File: src/rtl/stok_pkg.sv
// Shared types, codes and character helpers for the script tokenizer.
`default_nettype none

package stok_pkg;

    localparam int LINE_WIDTH   = 20;
    localparam int COLUMN_WIDTH = 16;
    localparam int VALUE_WIDTH  = 64;
    localparam int MAX_RECS     = 3;

    typedef logic [1:0] t_rtype;
    typedef logic [4:0] t_kind;

    localparam t_rtype REC_TEXT  = 2'd0;
    localparam t_rtype REC_TOKEN = 2'd1;
    localparam t_rtype REC_ERROR = 2'd2;

    localparam t_kind KIND_END     = 5'd0;
    localparam t_kind KIND_IDENT   = 5'd1;
    localparam t_kind KIND_NUMBER  = 5'd2;
    localparam t_kind KIND_STRING  = 5'd3;
    localparam t_kind KIND_COLON   = 5'd4;
    localparam t_kind KIND_COMMA   = 5'd5;
    localparam t_kind KIND_SEMI    = 5'd6;
    localparam t_kind KIND_DOT     = 5'd7;
    localparam t_kind KIND_LBRACE  = 5'd8;
    localparam t_kind KIND_RBRACE  = 5'd9;
    localparam t_kind KIND_LPAREN  = 5'd10;
    localparam t_kind KIND_RPAREN  = 5'd11;
    localparam t_kind KIND_LBRACK  = 5'd12;
    localparam t_kind KIND_RBRACK  = 5'd13;
    localparam t_kind KIND_PLUS_EQ = 5'd14;
    localparam t_kind KIND_ARROW   = 5'd15;
    localparam t_kind KIND_MINUS_EQ = 5'd16;
    localparam t_kind KIND_EQ_EQ   = 5'd17;
    localparam t_kind KIND_ASSIGN  = 5'd18;
    localparam t_kind KIND_NOT_EQ  = 5'd19;
    localparam t_kind KIND_GE      = 5'd20;
    localparam t_kind KIND_GT      = 5'd21;
    localparam t_kind KIND_LE      = 5'd22;
    localparam t_kind KIND_LT      = 5'd23;

    localparam logic ERR_UNEXPECTED = 1'b0;
    localparam logic ERR_UNTERM_STR = 1'b1;

    localparam logic [7:0] CH_TAB    = 8'h09;
    localparam logic [7:0] CH_NL     = 8'h0A;
    localparam logic [7:0] CH_CR     = 8'h0D;
    localparam logic [7:0] CH_SPACE  = 8'h20;
    localparam logic [7:0] CH_BANG   = 8'h21;
    localparam logic [7:0] CH_QUOTE  = 8'h22;
    localparam logic [7:0] CH_LPAREN = 8'h28;
    localparam logic [7:0] CH_RPAREN = 8'h29;
    localparam logic [7:0] CH_STAR   = 8'h2A;
    localparam logic [7:0] CH_PLUS   = 8'h2B;
    localparam logic [7:0] CH_COMMA  = 8'h2C;
    localparam logic [7:0] CH_MINUS  = 8'h2D;
    localparam logic [7:0] CH_DOT    = 8'h2E;
    localparam logic [7:0] CH_SLASH  = 8'h2F;
    localparam logic [7:0] CH_COLON  = 8'h3A;
    localparam logic [7:0] CH_SEMI   = 8'h3B;
    localparam logic [7:0] CH_LT     = 8'h3C;
    localparam logic [7:0] CH_EQ     = 8'h3D;
    localparam logic [7:0] CH_GT     = 8'h3E;
    localparam logic [7:0] CH_LBRACK = 8'h5B;
    localparam logic [7:0] CH_BSLASH = 8'h5C;
    localparam logic [7:0] CH_RBRACK = 8'h5D;
    localparam logic [7:0] CH_UNDER  = 8'h5F;
    localparam logic [7:0] CH_LBRACE = 8'h7B;
    localparam logic [7:0] CH_RBRACE = 8'h7D;
    localparam logic [7:0] CH_LOW_N  = 8'h6E;
    localparam logic [7:0] CH_LOW_R  = 8'h72;
    localparam logic [7:0] CH_LOW_T  = 8'h74;

    typedef struct packed {
        t_rtype                  rtype;
        t_kind                   kind;
        logic [LINE_WIDTH-1:0]   line;
        logic [COLUMN_WIDTH-1:0] col;
        logic [VALUE_WIDTH-1:0]  value;
        logic [7:0]              tbyte;
        logic                    err;
        logic                    last;
    } t_rec;

    // records caused by one beat, first record in slot 0
    typedef struct packed {
        logic [1:0]               cnt;
        t_rec [MAX_RECS-1:0]      rec;
    } t_recs;

    function automatic logic is_alpha(logic [7:0] c);
        return (c >= 8'h61 && c <= 8'h7A) || (c >= 8'h41 && c <= 8'h5A);
    endfunction

    function automatic logic is_digit(logic [7:0] c);
        return c >= 8'h30 && c <= 8'h39;
    endfunction

    function automatic logic is_word(logic [7:0] c);
        return is_alpha(c) || is_digit(c) || c == CH_UNDER;
    endfunction

    function automatic t_kind single_kind(logic [7:0] c);
        t_kind k;
        case (c)
            CH_COLON:  k = KIND_COLON;
            CH_COMMA:  k = KIND_COMMA;
            CH_SEMI:   k = KIND_SEMI;
            CH_DOT:    k = KIND_DOT;
            CH_LBRACE: k = KIND_LBRACE;
            CH_RBRACE: k = KIND_RBRACE;
            CH_LPAREN: k = KIND_LPAREN;
            CH_RPAREN: k = KIND_RPAREN;
            CH_LBRACK: k = KIND_LBRACK;
            CH_RBRACK: k = KIND_RBRACK;
            default:   k = KIND_END;
        endcase
        return k;
    endfunction

    function automatic t_kind pair_kind(logic [7:0] c, logic eq);
        t_kind k;
        case (c)
            CH_PLUS: k = eq ? KIND_PLUS_EQ : KIND_END;
            CH_EQ:   k = eq ? KIND_EQ_EQ : KIND_ASSIGN;
            CH_BANG: k = eq ? KIND_NOT_EQ : KIND_END;
            CH_GT:   k = eq ? KIND_GE : KIND_GT;
            default: k = eq ? KIND_LE : KIND_LT;
        endcase
        return k;
    endfunction

    function automatic logic [7:0] esc_byte(logic [7:0] c);
        logic [7:0] b;
        case (c)
            CH_LOW_N: b = CH_NL;
            CH_LOW_T: b = CH_TAB;
            CH_LOW_R: b = CH_CR;
            default:  b = c;
        endcase
        return b;
    endfunction

    function automatic t_rec mk_rec(t_rtype rtype, t_kind kind,
                                    logic [LINE_WIDTH-1:0] line,
                                    logic [COLUMN_WIDTH-1:0] col,
                                    logic [VALUE_WIDTH-1:0] value,
                                    logic [7:0] tbyte, logic err);
        t_rec r;
        r.rtype = rtype;
        r.kind  = kind;
        r.line  = line;
        r.col   = col;
        r.value = value;
        r.tbyte = tbyte;
        r.err   = err;
        r.last  = 1'b0;
        return r;
    endfunction

    function automatic t_recs push(t_recs rs, t_rec r);
        t_recs o;
        o = rs;
        o.rec[o.cnt] = r;
        o.cnt = o.cnt + 2'd1;
        return o;
    endfunction

endpackage

`default_nettype wire

File: src/rtl/script_tokenizer.sv
// Streaming tokenizer: byte input channel, record output channel.
//
// Input channel (i_valid/o_ready): one source byte per beat, or an end-of-text
// marker when i_end_of_text is set. Output channel (o_valid/i_ready): one
// record per beat - a text byte, a completed token or an error; o_last marks
// the final record caused by an input beat.
// Each accepted byte is lexed in the cycle it is taken; its records (0 to 2)
// are loaded into a three-slot record buffer and the first one is presented
// on the next cycle. Throughput: one byte per cycle while each byte causes
// at most one record and the receiver is ready. A byte causing more records
// holds the input until the buffer's last record leaves, since the next byte
// is taken only as the buffer's last record leaves.
// Receiver stall: records wait in the buffer, and o_ready drops until the
// buffer is empty or its last record is being taken.
// Reset: buffer empty, lexer idle at line 1, column 1. After an end token or
// an error, bytes are swallowed until the end-of-text beat, which also puts
// the lexer back to its reset state for the next text.
`default_nettype none

module script_tokenizer
    import stok_pkg::*;
(
    input  wire logic                      i_clk,
    input  wire logic                      i_rst_n,
    input  wire logic                      i_valid,
    output logic                           o_ready,
    input  wire logic [7:0]                i_ch,
    input  wire logic                      i_end_of_text,
    output logic                           o_valid,
    input  wire logic                      i_ready,
    output logic [1:0]                     o_record_type,
    output logic [4:0]                     o_token_kind,
    output logic [LINE_WIDTH-1:0]          o_token_line,
    output logic [COLUMN_WIDTH-1:0]        o_token_column,
    output logic signed [VALUE_WIDTH-1:0]  o_number_value,
    output logic [7:0]                     o_text_byte,
    output logic                           o_error_code,
    output logic                           o_last
);

    t_recs               w_recs;
    t_rec [MAX_RECS-1:0] r_buf;
    logic [1:0]          r_cnt;
    logic                w_in_acc;
    logic                w_out_acc;

    assign o_valid   = r_cnt != 2'd0;
    assign w_out_acc = o_valid && i_ready;
    assign o_ready   = (r_cnt == 2'd0) || (r_cnt == 2'd1 && i_ready);
    assign w_in_acc  = i_valid && o_ready;

    stok_lexer u_lexer (
        .i_clk   (i_clk),
        .i_rst_n (i_rst_n),
        .i_step  (w_in_acc),
        .i_ch    (i_ch),
        .i_eot   (i_end_of_text),
        .o_recs  (w_recs)
    );

    always_ff @(posedge i_clk) begin
        if (!i_rst_n) begin
            r_cnt <= 2'd0;
        end else if (w_in_acc) begin
            r_cnt <= w_recs.cnt;
        end else if (w_out_acc) begin
            r_cnt <= r_cnt - 2'd1;
        end
    end

    // payload slots: load a fresh set, or shift toward slot 0 on each beat out
    always_ff @(posedge i_clk) begin
        if (w_in_acc) begin
            r_buf <= w_recs.rec;
        end else if (w_out_acc) begin
            r_buf[0] <= r_buf[1];
            r_buf[1] <= r_buf[2];
        end
    end

    assign o_record_type  = r_buf[0].rtype;
    assign o_token_kind   = r_buf[0].kind;
    assign o_token_line   = r_buf[0].line;
    assign o_token_column = r_buf[0].col;
    assign o_number_value = signed'(r_buf[0].value);
    assign o_text_byte    = r_buf[0].tbyte;
    assign o_error_code   = r_buf[0].err;
    assign o_last         = r_buf[0].last;

    a_no_overwrite: assert property (@(posedge i_clk) disable iff (!i_rst_n)
        w_in_acc |-> (r_cnt == 2'd0 || (r_cnt == 2'd1 && w_out_acc)))
        else $error("input taken while undelivered records remain");

    a_group_continues: assert property (@(posedge i_clk) disable iff (!i_rst_n)
        o_valid && !o_last |=> o_valid)
        else $error("record group ended without a last record");

    a_records_show: assert property (@(posedge i_clk) disable iff (!i_rst_n)
        w_in_acc && w_recs.cnt != 2'd0 |=> o_valid && r_cnt == $past(w_recs.cnt))
        else $error("records of an accepted byte not presented");

    a_value_only_tokens: assert property (@(posedge i_clk) disable iff (!i_rst_n)
        o_valid && o_record_type != REC_TOKEN |-> o_number_value == '0)
        else $error("number value on a non-token record");

endmodule

`default_nettype wire

File: src/rtl/stok_lexer.sv
// Lexer state registers and the per-byte next-state and record logic.
`default_nettype none

module stok_lexer
    import stok_pkg::*;
(
    input  wire logic       i_clk,
    input  wire logic       i_rst_n,
    input  wire logic       i_step,
    input  wire logic [7:0] i_ch,
    input  wire logic       i_eot,
    output t_recs           o_recs
);

    typedef enum logic [3:0] {
        M_IDLE, M_SLASH, M_LINE, M_BLOCK, M_STAR, M_IDENT, M_MINUS,
        M_INT, M_FRAC, M_STR, M_ESC, M_PAIR, M_DONE
    } t_mode;

    localparam logic [LINE_WIDTH-1:0]   LINE_ONE = LINE_WIDTH'(1);
    localparam logic [COLUMN_WIDTH-1:0] COL_ONE  = COLUMN_WIDTH'(1);

    t_mode                   r_mode, n_mode;
    logic [7:0]              r_held, n_held;
    logic [LINE_WIDTH-1:0]   r_line, n_line;
    logic [COLUMN_WIDTH-1:0] r_col, n_col;
    logic [LINE_WIDTH-1:0]   r_sl, n_sl;
    logic [COLUMN_WIDTH-1:0] r_sc, n_sc;
    logic [VALUE_WIDTH-1:0]  r_acc, n_acc;
    logic                    r_neg, n_neg;

    logic [VALUE_WIDTH-1:0]  w_numval;
    logic [VALUE_WIDTH-1:0]  w_acc10;
    logic [VALUE_WIDTH-1:0]  w_digit;

    assign w_numval = r_neg ? (VALUE_WIDTH'(0) - r_acc) : r_acc;
    assign w_digit  = {{(VALUE_WIDTH-4){1'b0}}, i_ch[3:0]};
    assign w_acc10  = (r_acc << 3) + (r_acc << 1) + w_digit;

    always_comb begin
        t_recs rs;
        logic  inc;
        logic  nl;
        logic  run_idle;
        t_kind k;
        rs       = '0;
        inc      = 1'b0;
        nl       = 1'b0;
        run_idle = 1'b0;
        k        = KIND_END;
        n_mode   = r_mode;
        n_held   = r_held;
        n_line   = r_line;
        n_col    = r_col;
        n_sl     = r_sl;
        n_sc     = r_sc;
        n_acc    = r_acc;
        n_neg    = r_neg;

        if (i_eot) begin
            case (r_mode)
                M_IDLE, M_LINE, M_BLOCK, M_STAR: begin
                    rs = push(rs, mk_rec(REC_TOKEN, KIND_END, r_line, r_col, '0, '0, 1'b0));
                end
                M_SLASH: begin
                    rs = push(rs, mk_rec(REC_ERROR, KIND_END, r_sl, r_sc, '0, '0,
                                         ERR_UNEXPECTED));
                end
                M_IDENT: begin
                    rs = push(rs, mk_rec(REC_TOKEN, KIND_IDENT, r_sl, r_sc, '0, '0, 1'b0));
                    rs = push(rs, mk_rec(REC_TOKEN, KIND_END, r_line, r_col, '0, '0, 1'b0));
                end
                M_MINUS: begin
                    rs = push(rs, mk_rec(REC_TOKEN, KIND_END, r_sl, r_sc, '0, '0, 1'b0));
                end
                M_INT, M_FRAC: begin
                    rs = push(rs, mk_rec(REC_TOKEN, KIND_NUMBER, r_sl, r_sc, w_numval, '0,
                                         1'b0));
                    rs = push(rs, mk_rec(REC_TOKEN, KIND_END, r_line, r_col, '0, '0, 1'b0));
                end
                M_STR: begin
                    rs = push(rs, mk_rec(REC_ERROR, KIND_END, r_line, r_col, '0, '0,
                                         ERR_UNTERM_STR));
                end
                M_ESC: begin
                    // dangling backslash goes out as text before the error
                    rs = push(rs, mk_rec(REC_TEXT, KIND_STRING, r_sl, r_sc, '0, CH_BSLASH,
                                         1'b0));
                    rs = push(rs, mk_rec(REC_ERROR, KIND_END, r_line, r_col, '0, '0,
                                         ERR_UNTERM_STR));
                end
                M_PAIR: begin
                    if (r_held == CH_PLUS || r_held == CH_BANG) begin
                        rs = push(rs, mk_rec(REC_TOKEN, KIND_END, r_sl, r_sc, '0, '0, 1'b0));
                    end else begin
                        rs = push(rs, mk_rec(REC_TOKEN, pair_kind(r_held, 1'b0), r_sl, r_sc,
                                             '0, '0, 1'b0));
                        rs = push(rs, mk_rec(REC_TOKEN, KIND_END, r_line, r_col, '0, '0,
                                             1'b0));
                    end
                end
                default: begin
                end
            endcase
            n_mode = M_IDLE;
            n_held = '0;
            n_line = LINE_ONE;
            n_col  = COL_ONE;
            n_sl   = LINE_ONE;
            n_sc   = COL_ONE;
            n_acc  = '0;
            n_neg  = 1'b0;
        end else begin
            case (r_mode)
                M_IDLE: run_idle = 1'b1;
                M_SLASH: begin
                    if (i_ch == CH_SLASH) begin
                        inc = 1'b1;
                        n_mode = M_LINE;
                    end else if (i_ch == CH_STAR) begin
                        inc = 1'b1;
                        n_mode = M_BLOCK;
                    end else begin
                        rs = push(rs, mk_rec(REC_ERROR, KIND_END, r_sl, r_sc, '0, '0,
                                             ERR_UNEXPECTED));
                        n_mode = M_DONE;
                    end
                end
                M_LINE: begin
                    if (i_ch == CH_NL) begin
                        nl = 1'b1;
                        n_mode = M_IDLE;
                    end else begin
                        inc = 1'b1;
                    end
                end
                M_BLOCK, M_STAR: begin
                    if (r_mode == M_STAR && i_ch == CH_SLASH) begin
                        inc = 1'b1;
                        n_mode = M_IDLE;
                    end else if (i_ch == CH_STAR) begin
                        inc = 1'b1;
                        n_mode = M_STAR;
                    end else if (i_ch == CH_NL) begin
                        nl = 1'b1;
                        n_mode = M_BLOCK;
                    end else begin
                        inc = 1'b1;
                        n_mode = M_BLOCK;
                    end
                end
                M_IDENT: begin
                    if (is_word(i_ch)) begin
                        inc = 1'b1;
                        rs = push(rs, mk_rec(REC_TEXT, KIND_IDENT, r_sl, r_sc, '0, i_ch, 1'b0));
                    end else begin
                        rs = push(rs, mk_rec(REC_TOKEN, KIND_IDENT, r_sl, r_sc, '0, '0, 1'b0));
                        run_idle = 1'b1;
                    end
                end
                M_MINUS: begin
                    if (is_digit(i_ch)) begin
                        inc = 1'b1;
                        n_neg = 1'b1;
                        n_acc = w_digit;
                        rs = push(rs, mk_rec(REC_TEXT, KIND_NUMBER, r_sl, r_sc, '0, CH_MINUS,
                                             1'b0));
                        rs = push(rs, mk_rec(REC_TEXT, KIND_NUMBER, r_sl, r_sc, '0, i_ch, 1'b0));
                        n_mode = M_INT;
                    end else if (i_ch == CH_GT) begin
                        inc = 1'b1;
                        rs = push(rs, mk_rec(REC_TOKEN, KIND_ARROW, r_sl, r_sc, '0, '0, 1'b0));
                        n_mode = M_IDLE;
                    end else if (i_ch == CH_EQ) begin
                        inc = 1'b1;
                        rs = push(rs, mk_rec(REC_TOKEN, KIND_MINUS_EQ, r_sl, r_sc, '0, '0,
                                             1'b0));
                        n_mode = M_IDLE;
                    end else begin
                        // lone minus closes the text
                        rs = push(rs, mk_rec(REC_TOKEN, KIND_END, r_sl, r_sc, '0, '0, 1'b0));
                        n_mode = M_DONE;
                    end
                end
                M_INT, M_FRAC: begin
                    if (is_digit(i_ch) || i_ch == CH_DOT) begin
                        inc = 1'b1;
                        rs = push(rs, mk_rec(REC_TEXT, KIND_NUMBER, r_sl, r_sc, '0, i_ch, 1'b0));
                        if (r_mode == M_INT) begin
                            if (i_ch == CH_DOT) begin
                                n_mode = M_FRAC;
                            end else begin
                                n_acc = w_acc10;
                            end
                        end
                    end else begin
                        rs = push(rs, mk_rec(REC_TOKEN, KIND_NUMBER, r_sl, r_sc, w_numval, '0,
                                             1'b0));
                        run_idle = 1'b1;
                    end
                end
                M_STR: begin
                    inc = 1'b1;
                    if (i_ch == CH_QUOTE) begin
                        rs = push(rs, mk_rec(REC_TOKEN, KIND_STRING, r_sl, r_sc, '0, '0, 1'b0));
                        n_mode = M_IDLE;
                    end else if (i_ch == CH_BSLASH) begin
                        n_mode = M_ESC;
                    end else begin
                        rs = push(rs, mk_rec(REC_TEXT, KIND_STRING, r_sl, r_sc, '0, i_ch, 1'b0));
                    end
                end
                M_ESC: begin
                    inc = 1'b1;
                    rs = push(rs, mk_rec(REC_TEXT, KIND_STRING, r_sl, r_sc, '0,
                                         esc_byte(i_ch), 1'b0));
                    n_mode = M_STR;
                end
                M_PAIR: begin
                    if (i_ch == CH_EQ) begin
                        inc = 1'b1;
                        rs = push(rs, mk_rec(REC_TOKEN, pair_kind(r_held, 1'b1), r_sl, r_sc,
                                             '0, '0, 1'b0));
                        n_mode = M_IDLE;
                    end else if (r_held == CH_PLUS || r_held == CH_BANG) begin
                        rs = push(rs, mk_rec(REC_TOKEN, KIND_END, r_sl, r_sc, '0, '0, 1'b0));
                        n_mode = M_DONE;
                    end else begin
                        rs = push(rs, mk_rec(REC_TOKEN, pair_kind(r_held, 1'b0), r_sl, r_sc,
                                             '0, '0, 1'b0));
                        run_idle = 1'b1;
                    end
                end
                default: begin
                end
            endcase

            // between-token handling; start position is the current position
            if (run_idle) begin
                n_mode = M_IDLE;
                if (i_ch == CH_SPACE || i_ch == CH_TAB || i_ch == CH_CR) begin
                    inc = 1'b1;
                end else if (i_ch == CH_NL) begin
                    nl = 1'b1;
                end else begin
                    n_sl = r_line;
                    n_sc = r_col;
                    k    = single_kind(i_ch);
                    if (i_ch == CH_SLASH) begin
                        inc = 1'b1;
                        n_mode = M_SLASH;
                    end else if (is_alpha(i_ch) || i_ch == CH_UNDER) begin
                        inc = 1'b1;
                        rs = push(rs, mk_rec(REC_TEXT, KIND_IDENT, r_line, r_col, '0, i_ch,
                                             1'b0));
                        n_mode = M_IDENT;
                    end else if (is_digit(i_ch)) begin
                        inc = 1'b1;
                        n_acc = w_digit;
                        n_neg = 1'b0;
                        rs = push(rs, mk_rec(REC_TEXT, KIND_NUMBER, r_line, r_col, '0, i_ch,
                                             1'b0));
                        n_mode = M_INT;
                    end else if (i_ch == CH_MINUS) begin
                        inc = 1'b1;
                        n_mode = M_MINUS;
                    end else if (i_ch == CH_QUOTE) begin
                        inc = 1'b1;
                        n_mode = M_STR;
                    end else if (i_ch == CH_PLUS || i_ch == CH_EQ || i_ch == CH_BANG ||
                                 i_ch == CH_GT || i_ch == CH_LT) begin
                        inc = 1'b1;
                        n_held = i_ch;
                        n_mode = M_PAIR;
                    end else if (k != KIND_END) begin
                        inc = 1'b1;
                        rs = push(rs, mk_rec(REC_TOKEN, k, r_line, r_col, '0, '0, 1'b0));
                    end else begin
                        rs = push(rs, mk_rec(REC_ERROR, KIND_END, r_line, r_col, '0, '0,
                                             ERR_UNEXPECTED));
                        n_mode = M_DONE;
                    end
                end
            end

            // position counters saturate
            if (nl) begin
                if (r_line != '1) begin
                    n_line = r_line + LINE_ONE;
                end
                n_col = COL_ONE;
            end else if (inc && r_col != '1) begin
                n_col = r_col + COL_ONE;
            end
        end

        if (rs.cnt != 2'd0) begin
            rs.rec[rs.cnt - 2'd1].last = 1'b1;
        end
        o_recs = rs;
    end

    always_ff @(posedge i_clk) begin
        if (!i_rst_n) begin
            r_mode <= M_IDLE;
            r_held <= '0;
            r_line <= LINE_ONE;
            r_col  <= COL_ONE;
            r_sl   <= LINE_ONE;
            r_sc   <= COL_ONE;
            r_acc  <= '0;
            r_neg  <= 1'b0;
        end else if (i_step) begin
            r_mode <= n_mode;
            r_held <= n_held;
            r_line <= n_line;
            r_col  <= n_col;
            r_sl   <= n_sl;
            r_sc   <= n_sc;
            r_acc  <= n_acc;
            r_neg  <= n_neg;
        end
    end

endmodule

`default_nettype wire

File: config.mk
export PLATFORM = sky130hd
export DESIGN_NAME = script_tokenizer
export DESIGN_NICKNAME = d
export VERILOG_FILES = /design/src/rtl/stok_pkg.sv /design/src/rtl/script_tokenizer.sv /design/src/rtl/stok_lexer.sv
export SDC_FILE = /design/constraint.sdc
export NUM_CORES = 1
export LEC_CHECK = 0
export BUFFER_PORTS_ARGS = -buffer_cell sky130_fd_sc_hd__buf_2
export CORE_ASPECT_RATIO = 1.75
export CORE_MARGIN = 1.5
export CORE_UTILIZATION = 60
export DETAILED_ROUTE_END_ITERATION = 8
export PLACE_DENSITY = 0.83
export SLEW_MARGIN = 20
export SYNTH_ARGS = -nofsm -noshare
export SYNTH_HDL_FRONTEND = slang
export SYNTH_SLANG_ARGS = --single-unit
File: constraint.sdc
create_clock -name i_clk -period 5.57 [get_ports i_clk]
set_clock_uncertainty 0.15 [all_clocks]
set_input_delay 0.2785 -clock i_clk [delete_from_list [all_inputs] [get_ports i_clk]]
set_output_delay 0.2785 -clock i_clk [all_outputs]
set_load 0.1 [all_outputs]
# After elaboration in Yosys (flattened, before gate mapping)
# Cells that the tools add are included.
[op_classes]
n_reduce_logical = 45
order_cmp = 10
n_addsub = 8
n_eq_ne = 59
n_mux = 157
[op_table]
columns = ["cell", "n"]
rows = [
  ["$mux W353", 17],
  ["$pmux W353 S8", 1],
  ["$pmux W353 S7", 1],
  ["$bwmux W351", 5],
  ["$mux W64", 12],
  ["$mux W352", 2],
  ["$mux W351", 2],
  ["$demux W117 S2", 2],
  ["$mux W234", 2],
  ["$mux W116", 2],
  ["$mux W115", 2],
  ["$eq A8 B6 Y1 const B", 20],
  ["$mux W20", 7],
  ["$pmux W64 S2", 1],
  ["$mux W117", 1],
  ["$mux W16", 7],
  ["$mux W4", 25],
  ["$mux W8", 10],
  ["$eq A8 B7 Y1 const B", 9],
  ["$add A64 B4 Y64", 1],
  ["$add A64 B64 Y64", 1],
  ["$sub A1 B64 Y64 const A", 1],
  ["$mux W1", 43],
  ["$pmux W4 S10", 1],
  ["other kinds (46)", 104],
]
[word_totals]
word_cells = 312
register_bits = 502
output_inout_bits = 119
inputBits = 13

# Depth between registers and ports, before layout
# Gate-level depths: netlist of the first run.
[logic_depth]
word_depth = 32
mapped_depth = 17
mapped_depth_nobuf = 14

# Cells and area by module
# A second synthesis of the first run with hierarchy kept.
[hier_totals]
hier_cells = 3035
area_unflattened_um2 = 32203.4
[modules_own_cells]
columns = ["module", "area_per_inst_um2", "cells_per_inst", "seq_area_each_um2", "instances"]
rows = [
  ["stok_lexer", 16631.0, 2288, 2982.9, 1],
  ["script_tokenizer", 15572.4, 747, 10580.1, 1],
]

# Least setup slack after synthesis of the first run
# OpenSTA, ideal clock, no wires.
[synth_path]
kind = "register to register"
start = "register r_cnt[0]"
end = "register r_buf (netlist bit o_error_code), enable pin"
arrival_time_ns = 4.073
stages_incl_launch_ff = 5
setup_time_ns = 0.521
period_less_slack_ns = 4.744
setup_slack_ns = 0.826
path_buffers = 0
required_time_ns = 4.899
path_cell_list = "dfxtp_1 -> inv_1 -> ha_1 -> mux2i_1 -> inv_1"
[synth_via]
elab_chain_cells = 5
elab_cells_between_ends = 8
classes_between = "eq/ne: 1; reduce/logical: 7"
[synth_rtl]
columns = ["item", "line_no", "text"]
rows = [
  ["start, declared", "script_tokenizer.sv:43", "logic [1:0] r_cnt;"],
  ["start signal, assigned", "script_tokenizer.sv:65", "r_cnt <= w_recs.cnt;"],
  ["start signal, assigned", "script_tokenizer.sv:67", "r_cnt <= r_cnt - 2'd1;"],
  ["$eq A2 B1 Y1", "script_tokenizer.sv:49", "assign o_ready = (r_cnt == 2'd0) || (r_cnt == 2'd1 && i_ready);"],
  ["$logic_and A1 B1 Y1", "script_tokenizer.sv:49", ""],
  ["$logic_or A1 B1 Y1", "script_tokenizer.sv:49", ""],
  ["$logic_and A1 B1 Y1", "script_tokenizer.sv:50", "assign w_in_acc = i_valid && o_ready;"],
  ["$reduce_bool A2 Y1 (no line) *", "n/a", ""],
  ["end signal, assigned", "script_tokenizer.sv:74", "r_buf <= w_recs.rec;"],
  ["end, declared", "script_tokenizer.sv:42", "t_rec [MAX_RECS-1:0] r_buf;"],
]
# Mark *: on every way between the ends. The rest lies on a longest branch, timed or not.
# A chain may end at the register's enable or synchronous reset.

# Worst setup path after layout of the first run
[layout_path]
start = "register u_lexer.r_mode[0]"
end = "register r_buf (netlist bit o_token_line[7]), data pin"
[layout_via]
elab_chain_cells = 23
elab_cells_between_ends = 46
classes_between = "add/sub: 2; order compare: 2; eq/ne: 11; mux: 26; reduce/logical: 5"
[layout_rtl]
columns = ["item", "line_no", "text"]
rows = [
  ["start, declared", "stok_lexer.sv:23", "t_mode r_mode, n_mode;"],
  ["start signal, assigned", "stok_lexer.sv:314", "r_mode <= n_mode;"],
  ["$eq A4 B4 Y1 / $eq A4 B3 Y1 (equally long branches)", "stok_lexer.sv:61, stok_lexer.sv:114", ""],
  ["$reduce_or A2 Y1", "stok_lexer.sv:61, stok_lexer.sv:114", ""],
  ["$pmux W353 S7", "stok_lexer.sv:114", "case (r_mode)"],
  ["$mux W353", "stok_lexer.sv:60", "if (i_eot) begin"],
  ["$lt A2 B3 Y1 (not written as such) / $ge A2 B1 Y1 (equally long branches)", "stok_pkg.sv:165", "o.rec[o.cnt] = r;"],
  ["$logic_and A1 B1 Y1 (not written as such)", "stok_pkg.sv:165", ""],
  ["$mux W117 (not written as such)", "stok_pkg.sv:165", ""],
  ["$demux W117 S2", "n/a", ""],
  ["[... 7 more ...]", "n/a", ""],
  ["$mux W353", "stok_lexer.sv:249", "if (i_ch == CH_SLASH) begin"],
  ["$mux W353", "stok_lexer.sv:243", "end else if (i_ch == CH_NL) begin"],
  ["$mux W353", "stok_lexer.sv:241", "if (i_ch == CH_SPACE || i_ch == CH_TAB || i_ch == CH_CR) begin"],
  ["$mux W353", "stok_lexer.sv:239", "if (run_idle) begin"],
  ["$mux W353 *", "stok_lexer.sv:60", ""],
  ["$bwmux W351", "stok_lexer.sv:298", "rs.rec[rs.cnt - 2'd1].last = 1'b1;"],
  ["$mux W351 *", "stok_lexer.sv:297", "if (rs.cnt != 2'd0) begin"],
  ["$mux W234 *", "script_tokenizer.sv:73", "if (w_in_acc) begin"],
]
# Mark *: on every way between the ends. The rest lies on a longest branch, timed or not. The select of a mux whose other input is x is not followed.

==> results of run 1 <==
## flip-flops by register name, indices dropped and copies added (netlist names), 16 cells and up
name            cells
u_lexer.r_acc      64
u_lexer.r_sl       20
o_token_line       20
u_lexer.r_col      16
u_lexer.r_sc       16
o_number_value     64
o_token_column     16
u_lexer.r_line     20
r_buf             103
## critical path, cell delays in order, from the launching register on
cell and delay (ns):
dfxtp_1 1.02, inv_1 0.36, nor4_1 0.75, o21ai_0 0.30, and2_1 0.27, o21ai_2 0.66, nand3_1 0.38, a31o_2 0.59
a221oi_1 0.44, nor2_1 0.07
## cell usage in the layout, fill, tap and decap left out, types with 27 or more instances in the layout
| master | n |
|---|---|
| a21o_1 | 27 |
| a21oi_1 | 139 |
| a221oi_1 | 80 |
| a22oi_1 | 78 |
| and2_1 | 62 |
| and3_1 | 30 |
| buf_2 | 131 |
| buf_4 | 42 |
| clkbuf_16 | 37 |
| dfxtp_1 | 150 |
| edfxtp_1 | 220 |
| ha_1 | 130 |
| inv_1 | 50 |
| nand2_1 | 224 |
| nand3_1 | 72 |
| nor2_1 | 296 |
| nor2b_1 | 96 |
| nor3_1 | 47 |
| o21ai_0 | 140 |
| o31ai_1 | 29 |
| or3_1 | 28 |
| xnor2_1 | 62 |
| xor2_1 | 78 |
## power breakdown
part,total (mW),switching (mW),internal (mW)
clock network,2.39,1.09,1.30
registers,3.83,0.207,3.63
logic,4.36,3.66,0.701
## worst min-delay path by stage
stage | startpoint | to | slack (ns) | cells past startpoint
6_report | i_ch[1] | u_lexer.r_held[1]$_SDFFE_PN0P_ | 0.09 | 3
5_1_grt | i_ch[1] | u_lexer.r_held[1]$_SDFFE_PN0P_ | 0.13 | 3
4_1_cts | i_ch[4] | u_lexer.r_held[4]$_SDFFE_PN0P_ | 0.08 | 3
3_5_place_dp | r_cnt[1]$_SDFFE_PN0P_ | r_cnt[1]$_SDFFE_PN0P_ | 0.31 | 2
3_3_place_gp | r_cnt[1]$_SDFFE_PN0P_ | r_cnt[1]$_SDFFE_PN0P_ | 0.30 | 2
2_1_floorplan | r_cnt[1]$_SDFFE_PN0P_ | r_cnt[1]$_SDFFE_PN0P_ | 0.29 | 2
## Yosys cell counts (7+ instances only)
cell type / n / share of area (%)
ha_1: 130 / 6.8
mux2i_1: 18 / 0.75
xnor2_1: 62 / 2.3
buf_2: 28 / 0.59
nor2b_1: 96 / 2.5
edfxtp_1: 220 / 28
dfxtp_1: 151 / 13
nor3_1: 50 / 1.0
nor4_1: 12 / 0.31
o21a_1: 16 / 0.50
buf_4: 115 / 3.6
or2_2: 10 / 0.26
buf_1: 8 / 0.13
o41ai_1: 10 / 0.37
o31ai_1: 30 / 0.94
nand3_1: 72 / 1.5
xor2_1: 78 / 2.9
o22ai_1: 8 / 0.21
nand4_1: 25 / 0.65
a21o_1: 27 / 0.85
a22oi_1: 78 / 2.5
a211oi_1: 7 / 0.22
nand2b_1: 13 / 0.34
a22o_1: 11 / 0.40
and2_1: 62 / 1.6
or4_1: 10 / 0.31
a221oi_1: 80 / 2.9
or3_1: 28 / 0.73
a21boi_0: 11 / 0.35
a31oi_1: 25 / 0.65
o21ai_1: 15 / 0.31
clkbuf_1: 131 / 2.1
and3_1: 30 / 0.79
nand2_1: 225 / 3.5
nor2_1: 296 / 4.6
o21bai_1: 18 / 0.57
a21oi_1: 139 / 2.9
o21ai_0: 140 / 2.9
inv_1: 52 / 0.82
## routing by layer
layer | wire length (um) | part of all wire [%] | vias to the layer above
met5 | 0 | 0 | -
met4 | 6280 | 8.8 | 0
met3 | 3700 | 5.2 | 313
met2 | 37700 | 53 | 857
met1 | 23700 | 33 | 9802
li1 | - | - | 9444
## stage by stage
step | hold WS, ns | power, mW | instances | setup slack (ns) | cell area [sq um]
2_1_floorplan | 0.291 | 7.68 | 2658 | 0.826 | 23900
3_3_place_gp | 0.303 | 8.15 | 3040 | 0.577 | 24000
3_5_place_dp | 0.315 | 8.21 | 3040 | 0.529 | 24000
4_1_cts | 0.0816 | 10.6 | 3105 | 0.482 | 25200
5_1_grt | 0.128 | 10.9 | 3105 | 0.232 | 25200
6_report | 0.0907 | 10.6 | 3105 | 0.302 | 25200
## layout make-up
cell class,count,area [sq um]
fillers,3291,14100
clock buffers,49,1020
inverters,53,206
repair buffers,175,1010
multi-input cells,1951,12600
flip-flops and latches,371,9630
clock inverters,16,104
well taps,490,613
## logic make-up (layout without fill, tap and decap cells)
group	Yosys count	count (layout)	synth area share, %
other	1	1	0.0157
XOR/XNOR	140	140	5.13
AO/OA/AOI/OAI	684	684	19.4
adder cells (fa/ha/maj)	132	132	6.97
flip-flops	371	371	40.3
multiplexers	19	19	0.801
buffers and inverters	336	293	7.26
AND/OR/NAND/NOR	975	975	20.1
==> flow_metrics.tcl, run 1 <==
set metrics [dict create \
    status "completed" \
    syn_area_per_cell_sq_um 8.99 \
    synth-seq-cells 371 \
    p_leak_nw 9.99 \
    port_buffers 131 \
    r2r-end "o_token_line[7]$_DFFE_PP_" \
    synth-seq-area-share_pct 40.3 \
    core-area_sq_mm 0.0393 \
    start_util_pct 60.8 \
    wl_per_cell_um 23.0 \
    cts.repair_timing.setup_buffer_count 0 \
    clockBufferDepth 3 \
    ioPinCount 132 \
    drv_cap 0 \
    yosysWarnings 0 \
    rsz0062_at_grt "no" \
    ctsHtreeMaxLevel 2 \
    viasPerCell 6.58 \
    use_met3_pct 4.64 \
    nets 2733 \
    synth_cells 2658 \
    grt_max_degree 89 \
    final.setup.tns_ns 0 \
    postSynth.asyncResetShare_pct 0 \
    reg2reg_from "u_lexer.r_mode[0]$_SDFFE_PN0P_" \
    crit_type "flip-flop to flip-flop" \
    area_growth_pct 5.35 \
    drc_errors 0 \
    clock-sinks 371 \
    synth_edf_count 220 \
    die_area_sq_mm 0.0411 \
    drt_first_iter_violations 1555 \
    ys_types 98 \
    cts_tree "built" \
    finalHoldViolations 0 \
    diodes 0 \
    period_share_pct 94.6 \
    maxSlewViolCount 0 \
    cp.arrival_ns 5.40 \
    antenna_left 0 \
    die_y_um 267 \
    num_rows 96 \
    vias 20416 \
    dr.pass1.iters 6 \
    gr-total-overflow 0 \
    ir_worst_vdd_mv 0.358 \
    grt_usage_pct 34.7 \
    grt_pass1_vias 20622 \
    grt_use_met2_pct 64.9 \
    busiest_layer "met2" \
    critPathRequiredTime_ns 5.70 \
    clock_latency_ns 0.55 \
    r2r_slack_ns 0.30 \
    drive_gt1_share_pct 10.7 \
    cts_made_buffers 36 \
    syn-num-nets 2803 \
    hp-class "primary input to flip-flop" \
    synth_area_sq_mm 0.0239 \
    met1_usage_pct 33.6 \
    path_max_fanout 29 \
    period_needed_ns 5.27 \
    start_kind "flip-flop" \
    grt_first_pass_wirelength_um 112000 \
    post_cts_resized 0 \
    setup_viol 0 \
    fp.dieW_um 154 \
    max-slew-margin-rel_pct 28.9 \
    clk_pin_slew_ns 0.07 \
    cp-end-kind "flip-flop" \
    cp-startpoint "u_lexer.r_mode[0]$_SDFFE_PN0P_" \
    dp.final_hpwl_um 51100 \
    grt_antenna_before_repair 0 \
    root_buffer "clkbuf_16" \
    p_per_area_mw_per_mm2 420 \
    cp-endpoint "o_token_line[7]$_DFFE_PP_" \
    tightest_slew_ns 1.07 \
    wirelength_um 71300 \
    fin_util_pct 64.1 \
    gp_congestion 0.993 \
    fmax_ghz 0.190 \
    holdBufCountCts 0 \
    r2r_cells 9 \
    ys.flop_type "edfxtp_1" \
]
Note: power is estimated with default switching activity, not from simulation.
==> run 2, diff against run 1 <==
Settings changed: BUFFER_PORTS_ARGS -buffer_cell sky130_fd_sc_hd__buf_2 to -buffer_cell sky130_fd_sc_hd__buf_4, CORE_ASPECT_RATIO 1.75 to unset, CTS_BUF_LIST set to sky130_fd_sc_hd__clkbuf_2 sky130_fd_sc_hd__clkbuf_4 sky130_fd_sc_hd__clkbuf_8.
==> flow_metrics.tcl, run 2 (same netlist as run 1, synthesis figures left out) <==
set metrics [dict create \
    grt_first_pass_wirelength_um 106000 \
    cts_made_buffers 61 \
    grt_usage_pct 32.0 \
    p_leak_nw 10.2 \
    hp-class "primary input to flip-flop" \
    placed_cell_area_sq_mm 0.0243 \
    die_y_um 203 \
    clock-sinks 371 \
    grt_max_degree 85 \
    post_cts_resized 0 \
    cts.repair_timing.setup_buffer_count 0 \
    layout_common_cells "nor2_1 (296), nand2_1 (224), edfxtp_1 (220), buf_4 (161), dfxtp_1 (150)" \
    power_frac_clock_pct 23.6 \
    viasPerCell 6.43 \
    gr-total-overflow 0 \
    clock_latency_ns 0.70 \
    cp.arrival_ns 5.21 \
    tightest_slew_ns 1.04 \
    drive_gt1_share_pct 12.0 \
    grt_antenna_before_repair 0 \
    wl_per_cell_um 20.9 \
    clk_pin_slew_ns 0.07 \
    die_area_sq_mm 0.0410 \
    fp.dieW_um 203 \
    critPathRequiredTime_ns 5.83 \
    vias 20470 \
    wirelength_um 66400 \
    path_max_fanout 29 \
    area_growth_pct 7.74 \
    cts_tree "built" \
    fmax_ghz 0.202 \
    r2r_slack_ns 0.62 \
    swShare_pct 45.9 \
    cp-end-kind "flip-flop" \
    num_rows 72 \
    core-area_sq_mm 0.0390 \
    final.setup.tns_ns 0 \
    status "completed" \
    nets 2757 \
    ioPinCount 132 \
    setup_viol 0 \
    crit_type "flip-flop to flip-flop" \
    maxSlewViolCount 0 \
    port_buffers 131 \
    pwr-share-seq_pct 35.2 \
    start_kind "flip-flop" \
    dp.final_hpwl_um 45500 \
    dr.pass1.iters 6 \
    gp_congestion 0.969 \
    antenna_left 0 \
    drc_errors 0 \
    final_common_cell "nor2_1" \
    switchingPower_mw 5.01 \
    comb_power_share_pct 41.2 \
    ctsHtreeMaxLevel 2 \
    period_needed_ns 4.95 \
    root_buffer "clkbuf_8" \
    drv_cap 0 \
    ir_worst_vdd_mv 0.429 \
    regMostFlops "r_buf" \
    grt_pass1_vias 19738 \
    stdcell_area_sq_mm 0.0257 \
    p_per_area_mw_per_mm2 424 \
    start_util_pct 61.3 \
    period_share_pct 88.9 \
    finalHoldViolations 0 \
    largest_register_ffs 103 \
    drt_first_iter_violations 1913 \
    p_int_mw 5.90 \
    rsz0062_at_grt "no" \
    clockBufferDepth 3 \
    max-slew-margin-rel_pct 30.5 \
]
==> run 2: final cells by class <==
type	instances	area [sq um]
multi-input combinational	1951	12600
clock inverter	25	200
inverter	53	206
clock buffer	90	1120
sequential	371	9630
tap	518	648
antenna	1	2.50
timing repair buffer	174	1360
fill	3162	13300
==> run 2: final timing paths <==
check                                                   end                      startpoint  depth (start not counted)
worst max-delay path            o_token_column[2]$_DFFE_PP_  u_lexer.r_mode[2]$_SDFFE_PN0P_                          9
worst min-delay path                  r_cnt[0]$_SDFFE_PN0P_                         i_valid                          4
worst max register to register  o_token_column[2]$_DFFE_PP_  u_lexer.r_mode[2]$_SDFFE_PN0P_                          9
worst min register to register        r_cnt[1]$_SDFFE_PN0P_           r_cnt[1]$_SDFFE_PN0P_                          2
==> run 2: per-stage QoR <==
step	hold WS [ns]	utilization, %	power [mW]	worst slack (ns)	instances
floorplan	0.291	-	7.68	0.826	2658
global placement	0.304	62.3	8.28	0.804	3056
detailed placement	0.317	62.3	8.35	0.739	3056
CTS	0.0376	66.0	10.9	0.695	3182
global route	0.0986	66.0	11.3	0.285	3182
finish	0.0870	66.0	10.9	0.617	3183
==> run 2: critical path, stage by stage (launching register included) <==
cell	delay, ns
dfxtp_1	0.90
clkinv_1	0.20
nor4_1	0.42
o21ai_0	0.28
and2_1	0.26
o21ai_2	0.65
nand3_1	0.61
a31o_2	0.68
a221oi_1	0.41
nor2_1	0.08
==> run 2: power groups by stage <==
stage / logic, mW / registers [mW] / clock network, mW
floorplan: 3.79 / 3.89 / 0
global placement: 4.40 / 3.88 / 0
detailed placement: 4.45 / 3.90 / 0
CTS: 4.46 / 3.85 / 2.60
global route: 4.69 / 3.90 / 2.72
finish: 4.49 / 3.84 / 2.57
==> run 2: timing repair <==
item | in CTS | in global routing
setup endpoints to repair | 0 | 0
hold endpoints to repair | 18 | 0
hold buffers | 11 | 0
==> run 2: layer usage <==
metal	global-route usage, %	part of all wire [%]
met1	41.8	42
met3	4.91	7.0
met5	0	0
met4	11.9	3.1
met2	53.7	48
==> run 3, diff against run 2 <==
Settings changed: CORE_ASPECT_RATIO set to 0.6.
==> flow_metrics.tcl, run 3 (same netlist as run 1, synthesis figures left out) <==
set metrics [dict create \
    gr-total-overflow 0 \
    clock_latency_ns 0.64 \
    seq_area_sq_mm 0.00963 \
    period_share_pct 92.3 \
    root_buffer "clkbuf_8" \
    fin_util_pct 65.5 \
    cpMaxStageDelayCell "dfxtp_1" \
    p_leak_nw 10.2 \
    final.setup.tns_ns 0 \
    p_per_area_mw_per_mm2 424 \
    total_power_mw 10.9 \
    max-slew-margin-rel_pct 20.6 \
    cts_tree "built" \
    setup_viol 0 \
    fp.dieW_um 261 \
    antenna_left 0 \
    use_met3_pct 9.67 \
    ir_worst_vdd_mv 0.713 \
    ioPinCount 132 \
    cp.arrival_ns 5.39 \
    layout_common_cells "nor2_1 (296), nand2_1 (224), edfxtp_1 (220), buf_4 (174), dfxtp_1 (150)" \
    diodes 0 \
    path_common_cell "a21oi_1" \
    comb_power_share_pct 42.5 \
    wirelength_um 73400 \
    num_rows 56 \
    cts_made_buffers 54 \
    cp-end-kind "flip-flop" \
    dr.pass1.iters 6 \
    clockBufferDepth 3 \
    fmax_ghz 0.194 \
    start_kind "flip-flop" \
    switchingPower_mw 5.08 \
    cts.repair_timing.setup_buffer_count 0 \
    grt_antenna_before_repair 1 \
    vias 21063 \
    dp.final_hpwl_um 51900 \
    hp-class "primary input to flip-flop" \
    clock-sinks 371 \
    fill_cells 3175 \
    core-area_sq_mm 0.0392 \
    swShare_pct 46.8 \
    period_needed_ns 5.14 \
    drc_errors 0 \
    power_frac_clock_pct 22.0 \
    p_int_mw 5.79 \
    wl_per_cell_um 23.1 \
    drv_cap 0 \
    grt_use_met2_pct 45.3 \
    crit_type "flip-flop to flip-flop" \
    drt_first_iter_violations 3024 \
    critPathRequiredTime_ns 5.81 \
    final_common_cell "nor2_1" \
    nets 2757 \
    rsz0062_at_grt "no" \
    grt_usage_pct 35.4 \
    met1_usage_pct 57.3 \
    multi_input_area_sq_mm 0.0126 \
    r2r_slack_ns 0.43 \
    die_area_sq_mm 0.0411 \
    port_buffers 131 \
    grt_first_pass_wirelength_um 113000 \
    finalHoldViolations 0 \
    tightest_slew_ns 1.19 \
    dp_cells 3073 \
    status "completed" \
    path_max_fanout 25 \
    largest_register_ffs 103 \
    crit_chain "inv_1 -> nor4_2 -> o21ai_0 -> and2_1 -> o21ai_2 -> buf_4 -> and3_1 -> a21oi_1 -> a21oi_1 -> o221ai_1 -> o21a_1" \
    busiest_layer "met1" \
    drive_gt1_share_pct 12.3 \
    grt_max_degree 80 \
    start_util_pct 61.0 \
    clk_pin_slew_ns 0.07 \
    fin_cells 3180 \
    maxSlewViolCount 0 \
    cpPeakStageDelay_ns 1.00 \
    die_y_um 158 \
    grt_pass1_vias 19240 \
    area_growth_pct 7.37 \
    ctsHtreeMaxLevel 2 \
    viasPerCell 6.62 \
    gp_congestion 1.00 \
    regMostFlops "r_buf" \
    pwr-share-seq_pct 35.5 \
]
## run 3: cell types whose count changed in the layout (fill, tap and decap cells not counted), moves of 2 or more
| cell | before | now |
|---|---|---|
| buf_4 | 161 | 174 |
| clkbuf_4 | 19 | 31 |
| clkbuf_8 | 71 | 63 |
| clkinv_1 | 8 | 3 |
| clkinv_2 | 9 | 3 |
| clkinv_4 | 2 | 0 |
| dlygate4sd3_1 | 11 | 5 |
| nor4_1 | 12 | 10 |
| nor4_2 | 2 | 4 |
## run 3: worst paths after layout
| path | startpoint | endpoint | depth (start not counted) |
|---|---|---|---|
| setup / recovery | u_lexer.r_mode[0]$_SDFFE_PN0P_ | o_token_kind[1]$_DFFE_PP_ | 11 |
| hold / removal | i_ch[0] | u_lexer.r_held[0]$_SDFFE_PN0P_ | 3 |
| setup reg to reg | u_lexer.r_mode[0]$_SDFFE_PN0P_ | o_token_kind[1]$_DFFE_PP_ | 11 |
| hold reg to reg | r_cnt[1]$_SDFFE_PN0P_ | r_cnt[1]$_SDFFE_PN0P_ | 2 |
## run 3: layer usage
| layer | part of all wire, % | wire length (um) |
|---|---|---|
| met3 | 13 | 9860 |
| met4 | 1.5 | 1080 |
| met2 | 38 | 27900 |
| met1 | 47 | 34600 |
| met5 | 0.012 | 9 |
## run 3: power by group through the flow
stage	logic, mW	registers, mW	clock network [mW]
3_5_place_dp	4.55	3.91	0
6_report	4.63	3.86	2.39
2_1_floorplan	3.79	3.89	0
3_3_place_gp	4.47	3.89	0
4_1_cts	4.56	3.86	2.41
5_1_grt	4.80	3.91	2.52
## run 3: final cells by class
| cell class | instances | area share, % |
|---|---|---|
| Multi-Input combinational cell | 1951 | 49.1 |
| Sequential cell | 371 | 37.5 |
| Timing Repair Buffer | 181 | 5.47 |
| Clock buffer | 94 | 4.29 |
| Tap cell | 522 | 2.55 |
| Inverter | 53 | 0.805 |
| Clock inverter | 8 | 0.278 |
## run 3: critical path, delay by kind of cell, from the launching register on
kind | cells | cell delay (ns)
compound gates | 6 | 1.57
simple gates | 3 | 1.53
flops | 1 | 1.00
buf+inv | 2 | 0.65
## run 3: stage by stage
stage | instance area (sq um) | setup WS [ns] | hold WS, ns
after global placement | 24400 | 0.318 | 0.302
after global routing | 25700 | 0.349 | 0.0650
final | 25700 | 0.427 | 0.0472
after floorplan | 23900 | 0.826 | 0.291
after detailed placement | 24400 | 0.429 | 0.342
after CTS | 25600 | 0.428 | 0.00561
## run 3: repair_timing
item / CTS / global route
hold buffers: 5 / 0
resized for setup: 0 / 1
hold endpoints to repair: 8 / 0
setup endpoints to repair: 0 / 3
